$ cat src/rtl/assert_macros.svh
// Assertion macros for the divider RTL.
// Depends on nothing; included by modules that carry assertions.
`ifndef ASSERT_MACROS_SVH
`define ASSERT_MACROS_SVH

// Implication checked at every rising clock edge outside reset.
`define ASSERT_IMPL(label, clk, rst, ante, cons) \
  label: assert property (@(posedge clk) disable iff (rst) (ante) |-> (cons)) \
    else $error("assertion failed");

// Next-cycle implication checked outside reset.
`define ASSERT_NEXT(label, clk, rst, ante, cons) \
  label: assert property (@(posedge clk) disable iff (rst) (ante) |=> (cons)) \
    else $error("assertion failed");

`endif

$ cat src/rtl/hfd_pkg.sv
// Types and constants for the half-precision divider.
// Depends on nothing; used by every module of the block.
package hfd_pkg;
  localparam int unsigned MantW = 11;
  localparam int unsigned RemW = 14;
  localparam int unsigned Steps = 21;
  localparam int unsigned Stages = 7;
  localparam int unsigned StepsPerStage = 3;
  localparam logic [9:0] FracMask = 10'h3ff;
  localparam logic [14:0] MagMax = 15'h7fff;
  localparam logic [4:0] ExpAllOnes = 5'h1f;
  localparam int signed Bias = 15;
  localparam int signed ExpMax = 30;

  typedef enum logic [1:0] {
    KIND_NORMAL = 2'd0,
    KIND_SAT    = 2'd1,
    KIND_ZERO   = 2'd2
  } kind_t;

  // Item state carried along the SRT pipeline.
  typedef struct packed {
    logic              sign;
    kind_t             kind;
    logic signed [7:0] exp;
    logic [MantW-1:0]  dvs;
    logic signed [RemW-1:0] rem;
    logic [Steps-1:0]  qpos;
    logic [Steps-1:0]  qneg;
  } work_t;
endpackage

$ cat src/rtl/hfd_srt_stage.sv
// One pipeline stage of the radix-2 SRT recurrence: three steps per stage.
// Depends on hfd_pkg.
module hfd_srt_stage (
  input  logic           clk,
  input  logic           rst,
  input  logic           en,
  input  logic           in_valid,
  input  hfd_pkg::work_t in_work,
  output logic           out_valid,
  output hfd_pkg::work_t out_work
);
  hfd_pkg::work_t step_work;

  // The remainder counts in half units against a doubled divisor, so it stays
  // in [-2*dvs, 2*dvs) and the digit thresholds sit at plus and minus 2048.
  always_comb begin
    logic signed [hfd_pkg::RemW-1:0] r2;
    logic signed [hfd_pkg::RemW-1:0] dv;
    step_work = in_work;
    dv = $signed({2'b00, in_work.dvs, 1'b0});
    for (int i = 0; i < hfd_pkg::StepsPerStage; i++) begin
      r2 = step_work.rem <<< 1;
      step_work.qpos = step_work.qpos << 1;
      step_work.qneg = step_work.qneg << 1;
      if (r2 >= $signed(14'sd2048)) begin
        step_work.rem = r2 - dv;
        step_work.qpos[0] = 1'b1;
      end else if (r2 < $signed(-14'sd2048)) begin
        step_work.rem = r2 + dv;
        step_work.qneg[0] = 1'b1;
      end else begin
        step_work.rem = r2;
      end
    end
  end

  always_ff @(posedge clk) begin
    if (rst) begin
      out_valid <= 1'b0;
    end else if (en) begin
      out_valid <= in_valid;
    end
  end

  always_ff @(posedge clk) begin
    if (en) begin
      out_work <= step_work;
    end
  end
endmodule

$ cat src/rtl/half_float_divider_core.sv
// Top level of the half-precision divider: unpack, SRT pipeline, normalize.
// Depends on hfd_pkg, hfd_srt_stage and assert_macros.svh.
//
// Usage: s_axis carries one word per division, dividend in tdata[15:0]
// and divisor in tdata[31:16]. m_axis returns the 16-bit quotient pattern.
// The quotient passes on to m_axis through one unpack register, seven SRT
// stages of three steps each, and one normalize and output register,
// nine registers in all, whenever the output is not stalled.
// One word is accepted per cycle when the output is taken or empty;
// throughput is then one division per cycle.
// The whole pipeline advances together, so when the receiver holds
// m_axis_tready low with a result waiting, s_axis_tready falls and every
// stage holds; nothing is lost or repeated. An empty output slot lets the
// pipeline keep moving regardless of m_axis_tready.
// Reset clears all valid bits; no word is in flight afterwards.
// Subnormal inputs are read with the hidden bit set; no rounding is done.
`include "assert_macros.svh"
module half_float_divider_core (
  input  logic        clk,
  input  logic        rst,
  input  logic        s_axis_tvalid,
  output logic        s_axis_tready,
  input  logic [31:0] s_axis_tdata,   // [15:0] dividend, [31:16] divisor
  output logic        m_axis_tvalid,
  input  logic        m_axis_tready,
  output logic [15:0] m_axis_tdata    // [15:0] quotient
);
  localparam int unsigned NS = hfd_pkg::Stages;

  logic           en;
  logic           v0;
  hfd_pkg::work_t w0;
  logic           sv [NS+1];
  hfd_pkg::work_t sw [NS+1];
  hfd_pkg::work_t u_work;
  logic [15:0]    q_next;

  assign en = !m_axis_tvalid || m_axis_tready;
  assign s_axis_tready = en;

  always_comb begin
    logic [15:0] x;
    logic [15:0] d;
    x = s_axis_tdata[15:0];
    d = s_axis_tdata[31:16];
    u_work.sign = x[15] ^ d[15];
    if (d[14:0] == 15'd0 || x[14:10] == hfd_pkg::ExpAllOnes ||
        d[14:10] == hfd_pkg::ExpAllOnes) begin
      u_work.kind = hfd_pkg::KIND_SAT;
    end else if (x[14:0] == 15'd0) begin
      u_work.kind = hfd_pkg::KIND_ZERO;
    end else begin
      u_work.kind = hfd_pkg::KIND_NORMAL;
    end
    u_work.exp = $signed({3'b000, x[14:10]}) - $signed({3'b000, d[14:10]})
                 + 8'sd15;
    u_work.dvs = {1'b1, d[9:0]};
    // In half units the full mantissa is one half of the dividend, which
    // keeps the first SRT step in range.
    u_work.rem = $signed({3'b000, 1'b1, x[9:0]});
    u_work.qpos = '0;
    u_work.qneg = '0;
  end

  always_ff @(posedge clk) begin
    if (rst) begin
      v0 <= 1'b0;
    end else if (en) begin
      v0 <= s_axis_tvalid;
    end
  end

  always_ff @(posedge clk) begin
    if (en) begin
      w0 <= u_work;
    end
  end

  assign sv[0] = v0;
  assign sw[0] = w0;

  for (genvar g = 0; g < NS; g++) begin : g_srt
    hfd_srt_stage u_stage (
      .clk       (clk),
      .rst       (rst),
      .en        (en),
      .in_valid  (sv[g]),
      .in_work   (sw[g]),
      .out_valid (sv[g+1]),
      .out_work  (sw[g+1])
    );
  end

  // After repair, qpos - qneg over 21 digits is floor(mx * 2^20 / md), so its
  // top 11 bits are floor(mx * 1024 / md).
  always_comb begin
    hfd_pkg::work_t wf;
    logic [hfd_pkg::Steps:0] qraw;
    logic [11:0] q;
    logic signed [7:0] e;
    wf = sw[NS];
    qraw = {1'b0, wf.qpos} - {1'b0, wf.qneg};
    if (wf.rem < 0) begin
      qraw = qraw - 1'b1;
    end
    q = {1'b0, qraw[20:10]};
    e = wf.exp;
    if (!q[10]) begin
      q = q << 1;
      e = e - 8'sd1;
    end
    case (wf.kind)
      hfd_pkg::KIND_SAT:  q_next = {wf.sign, hfd_pkg::MagMax};
      hfd_pkg::KIND_ZERO: q_next = 16'h0000;
      default: begin
        if (e > 8'sd30) begin
          q_next = {wf.sign, hfd_pkg::MagMax};
        end else if (e < 8'sd1) begin
          q_next = 16'h0000;
        end else begin
          q_next = {wf.sign, e[4:0], q[9:0] & hfd_pkg::FracMask};
        end
      end
    endcase
  end

  always_ff @(posedge clk) begin
    if (rst) begin
      m_axis_tvalid <= 1'b0;
    end else if (en) begin
      m_axis_tvalid <= sv[NS];
    end
  end

  always_ff @(posedge clk) begin
    if (en) begin
      m_axis_tdata <= q_next;
    end
  end

  `ASSERT_IMPL(a_ready_when_empty, clk, rst, !m_axis_tvalid, s_axis_tready)
  `ASSERT_NEXT(a_hold_on_stall, clk, rst, m_axis_tvalid && !m_axis_tready, sv[NS] == $past(sv[NS]))
  `ASSERT_NEXT(a_advance, clk, rst, en && sv[NS], m_axis_tvalid)
endmodule
$ cat config.mk
export PLATFORM = sky130hd
export DESIGN_NAME = half_float_divider_core
export DESIGN_NICKNAME = d
export VERILOG_FILES = /design/src/rtl/hfd_pkg.sv /design/src/rtl/hfd_srt_stage.sv /design/src/rtl/half_float_divider_core.sv
export VERILOG_INCLUDE_DIRS = /design/src /design/src/rtl
export SDC_FILE = /design/constraint.sdc
export NUM_CORES = 1
export LEC_CHECK = 0
export BUFFER_PORTS_ARGS = -buffer_cell sky130_fd_sc_hd__buf_2
export CORE_MARGIN = 2
export CORE_UTILIZATION = 39
export DETAILED_ROUTE_END_ITERATION = 8
export PLACE_DENSITY = 0.58
export SETUP_SLACK_MARGIN = 0.3
export SYNTH_ARGS = -nofsm -noshare
export SYNTH_HDL_FRONTEND = slang
export SYNTH_HIERARCHICAL = 1
export SYNTH_SLANG_ARGS = --single-unit
$ cat constraint.sdc
create_clock -name clk -period 22.9 [get_ports clk]
set_input_delay 2.29 -clock clk [delete_from_list [all_inputs] [get_ports clk]]
set_output_delay 2.29 -clock clk [all_outputs]
set_load 0.005 [all_outputs]
==> flow_metrics.env <==
export IMPL_reg2reg_to="g_srt[5].u_stage/out_work[54]"
export IMPL_place_hpwl_um=82100
export IMPL_area_delta_synth_final_pct=7.67
export IMPL_dieHeight_um=327
export IMPL_crit_fanout=14
export IMPL_wl_um=105000
export IMPL_io_buffers=53
export IMPL_drive_gt1_frac=0.107
export IMPL_highest_layer="met4"
export IMPL_cpLargestDelayFamily="compound AO/OA/AOI/OAI gates"
export IMPL_grt_antenna_before_repair=2
export IMPL_path_cells="inv_1 > ha_1 > nand2b_1 > o311a_4 > o311a_4 > a2111oi_4 > mux2i_1 > nand4_2 > o21ai_2 > mux2_2 > mux2i_1 > ha_1 > o21ai_0 > nand2b_1 > a21o_1 > a21oi_1 > o21ai_0 > a21o_1 > a21o_1 > a21o_1 > a21oi_1 > o221ai_1"
export IMPL_drt_initial_drc_count=2219
export IMPL_crit_start="g_srt[4].u_stage/out_work[58]"
export IMPL_r2r_start="g_srt[4].u_stage/out_work[58]"
export IMPL_maxCapViolCount=0
export IMPL_fin_crit_ns=6.51
export IMPL_yosysWarnings=6
export IMPL_tightest_slew_ns=1.05
export IMPL_status="finished clean"
export IMPL_rows=118
export IMPL_critPathLaunchType="register"
export IMPL_placed_area_um2=42000
export IMPL_cts_tree="yes"
export IMPL_slowest_stage="edfxtp_1"
export IMPL_fin_setup_tns_ns=0
export IMPL_cp_required_ns=23.24
export IMPL_slew_violations=0
export IMPL_design_area_um2=43700
export IMPL_cp_end_kind="register"
export IMPL_io_pins=54
export IMPL_start_util=0.393
export IMPL_path_buf_inv=1
export IMPL_root_buffer="clkbuf_16"
export IMPL_finalHoldViolations=0
export IMPL_final_net_count=4743
export IMPL_grt_overflow=0
export IMPL_grt_max_degree=76
export IMPL_finClkSkew_ns=0.0452
export IMPL_coreArea_um2=103000
export IMPL_postCtsSetupBuffers=0
export IMPL_final_common_cell="ha_1"
export IMPL_die_area_um2=107000
export IMPL_gp_congestion=0.884
export IMPL_drt_pass1_iter_count=5
export IMPL_max_stage_delay_ns=0.54
export IMPL_cts_sinks=439
export IMPL_post_route_util=0.423
export IMPL_cts_resized=0
export IMPL_cp_common_cell="a21o_1"
export IMPL_hold_buffers=0
export IMPL_crit_arrival_ns=6.86
export IMPL_path_clk_slew_ns=0.06
export IMPL_cp_endpoint="g_srt[5].u_stage/out_work[54]"
export IMPL_hold_class="register to register"
export IMPL_crit_cells=22
export IMPL_h_tree_depth=2
export IMPL_syn_instance_count=4193
export IMPL_ant_nets=0
export IMPL_drcViolationCount=0
export IMPL_r2r_cells=22
export IMPL_path_class="register to register"
export IMPL_cts_buffers=50
export IMPL_clock_latency_ns=0.62
export IMPL_wl_met1_um=50300
export IMPL_rsz0062_at_grt="no"
export IMPL_grt_pass1_wl_um=167000
export IMPL_fmax_mhz=154
export IMPL_die_w_um=327
export IMPL_wl_met2_um=46900
export IMPL_setup_viol=0
export IMPL_track_usage=0.192
export IMPL_via_per_inst=5.67
export IMPL_fin_crit_sh=0.284
export IMPL_ctsLongestPathBuffers=3
export IMPL_wl_per_cell_um=18.6
export IMPL_syn_mean_instance_area_um2=9.69
export IMPL_syn_cell_area_um2=40600
export IMPL_dr_wl_met3_um=5230
export IMPL_slew_headroom=0.295
export IMPL_r2r_slack_ns=16.39
export IMPL_mostFrequentLayoutCells="ha_1 (469), edfxtp_1 (430), a21oi_1 (365)"
export IMPL_vias=31900
export IMPL_grt_pass1_vias=30200
-- area by class of cell --
class,instances,area (um2)
Antenna cell,1,2.50
Clock buffer,53,1280
Clock inverter,39,452
Fill cell,10100,59600
Inverter,361,1380
Multi-Input combinational cell,3283,25400
Sequential cell,439,13100
Tap cell,1380,1730
Timing Repair Buffer,67,370
-- worst reg2reg max path: stages (launching register included) --
cell and delay [ns]:
edfxtp_1 0.54, inv_1 0.16, ha_1 0.45, nand2b_1 0.11, o311a_4 0.15, o311a_4 0.39, a2111oi_4 0.40, mux2i_1 0.32
nand4_2 0.47, o21ai_2 0.40, mux2_2 0.39, mux2i_1 0.41, ha_1 0.38, o21ai_0 0.12, nand2b_1 0.11, a21o_1 0.19
a21oi_1 0.23, o21ai_0 0.20, a21o_1 0.22, a21o_1 0.20, a21o_1 0.20, a21oi_1 0.14, o221ai_1 0.11
-- sequential cells by signal, summed over array words and instances (netlist names) --
signal and flops:
v0 1, g_srt.u_stage/out_valid 7, m_axis_tdata 16, g_srt.u_stage/out_work 384, sw 30, m_axis_tvalid 1
-- metrics by stage --
stage / setup slack (ns) / hold WS, ns / std cells
floorplan: 7.75 / 0.400 / 4210
global placement: 16.54 / 0.401 / 5530
detailed placement: 16.41 / 0.405 / 5530
CTS: 16.44 / 0.405 / 5622
global route: 15.92 / 0.411 / 5622
finish: 16.39 / 0.410 / 5623
-- layer usage --
metal  vias to the layer above  GRT usage
li1                      15800          -
met1                     15100      0.274
met2                       764      0.303
met3                       143     0.0268
met4                         0     0.0512
met5                         -          0
-- worst min path at each step --
| stage | slack, ns | cells past startpoint | to | startpoint |
|---|---|---|---|---|
| 2_1_floorplan | 0.40 | 0 | g_srt[0].u_stage/out_work[67] | sw[613] |
| 3_3_place_gp | 0.40 | 0 | g_srt[0].u_stage/out_work[76] | sw[622] |
| 3_5_place_dp | 0.40 | 0 | g_srt[2].u_stage/out_work[5] | g_srt[1].u_stage/out_work[2] |
| 4_1_cts | 0.40 | 0 | g_srt[5].u_stage/out_work[33] | g_srt[4].u_stage/out_work[30] |
| 5_1_grt | 0.41 | 0 | g_srt[5].u_stage/out_work[12] | g_srt[4].u_stage/out_work[9] |
| 6_report | 0.41 | 0 | g_srt[6].u_stage/out_work[72] | g_srt[5].u_stage/out_work[72] |
Power is not shown: default switching activity piles up to over one toggle a cycle in this logic, so the estimate is an artifact.
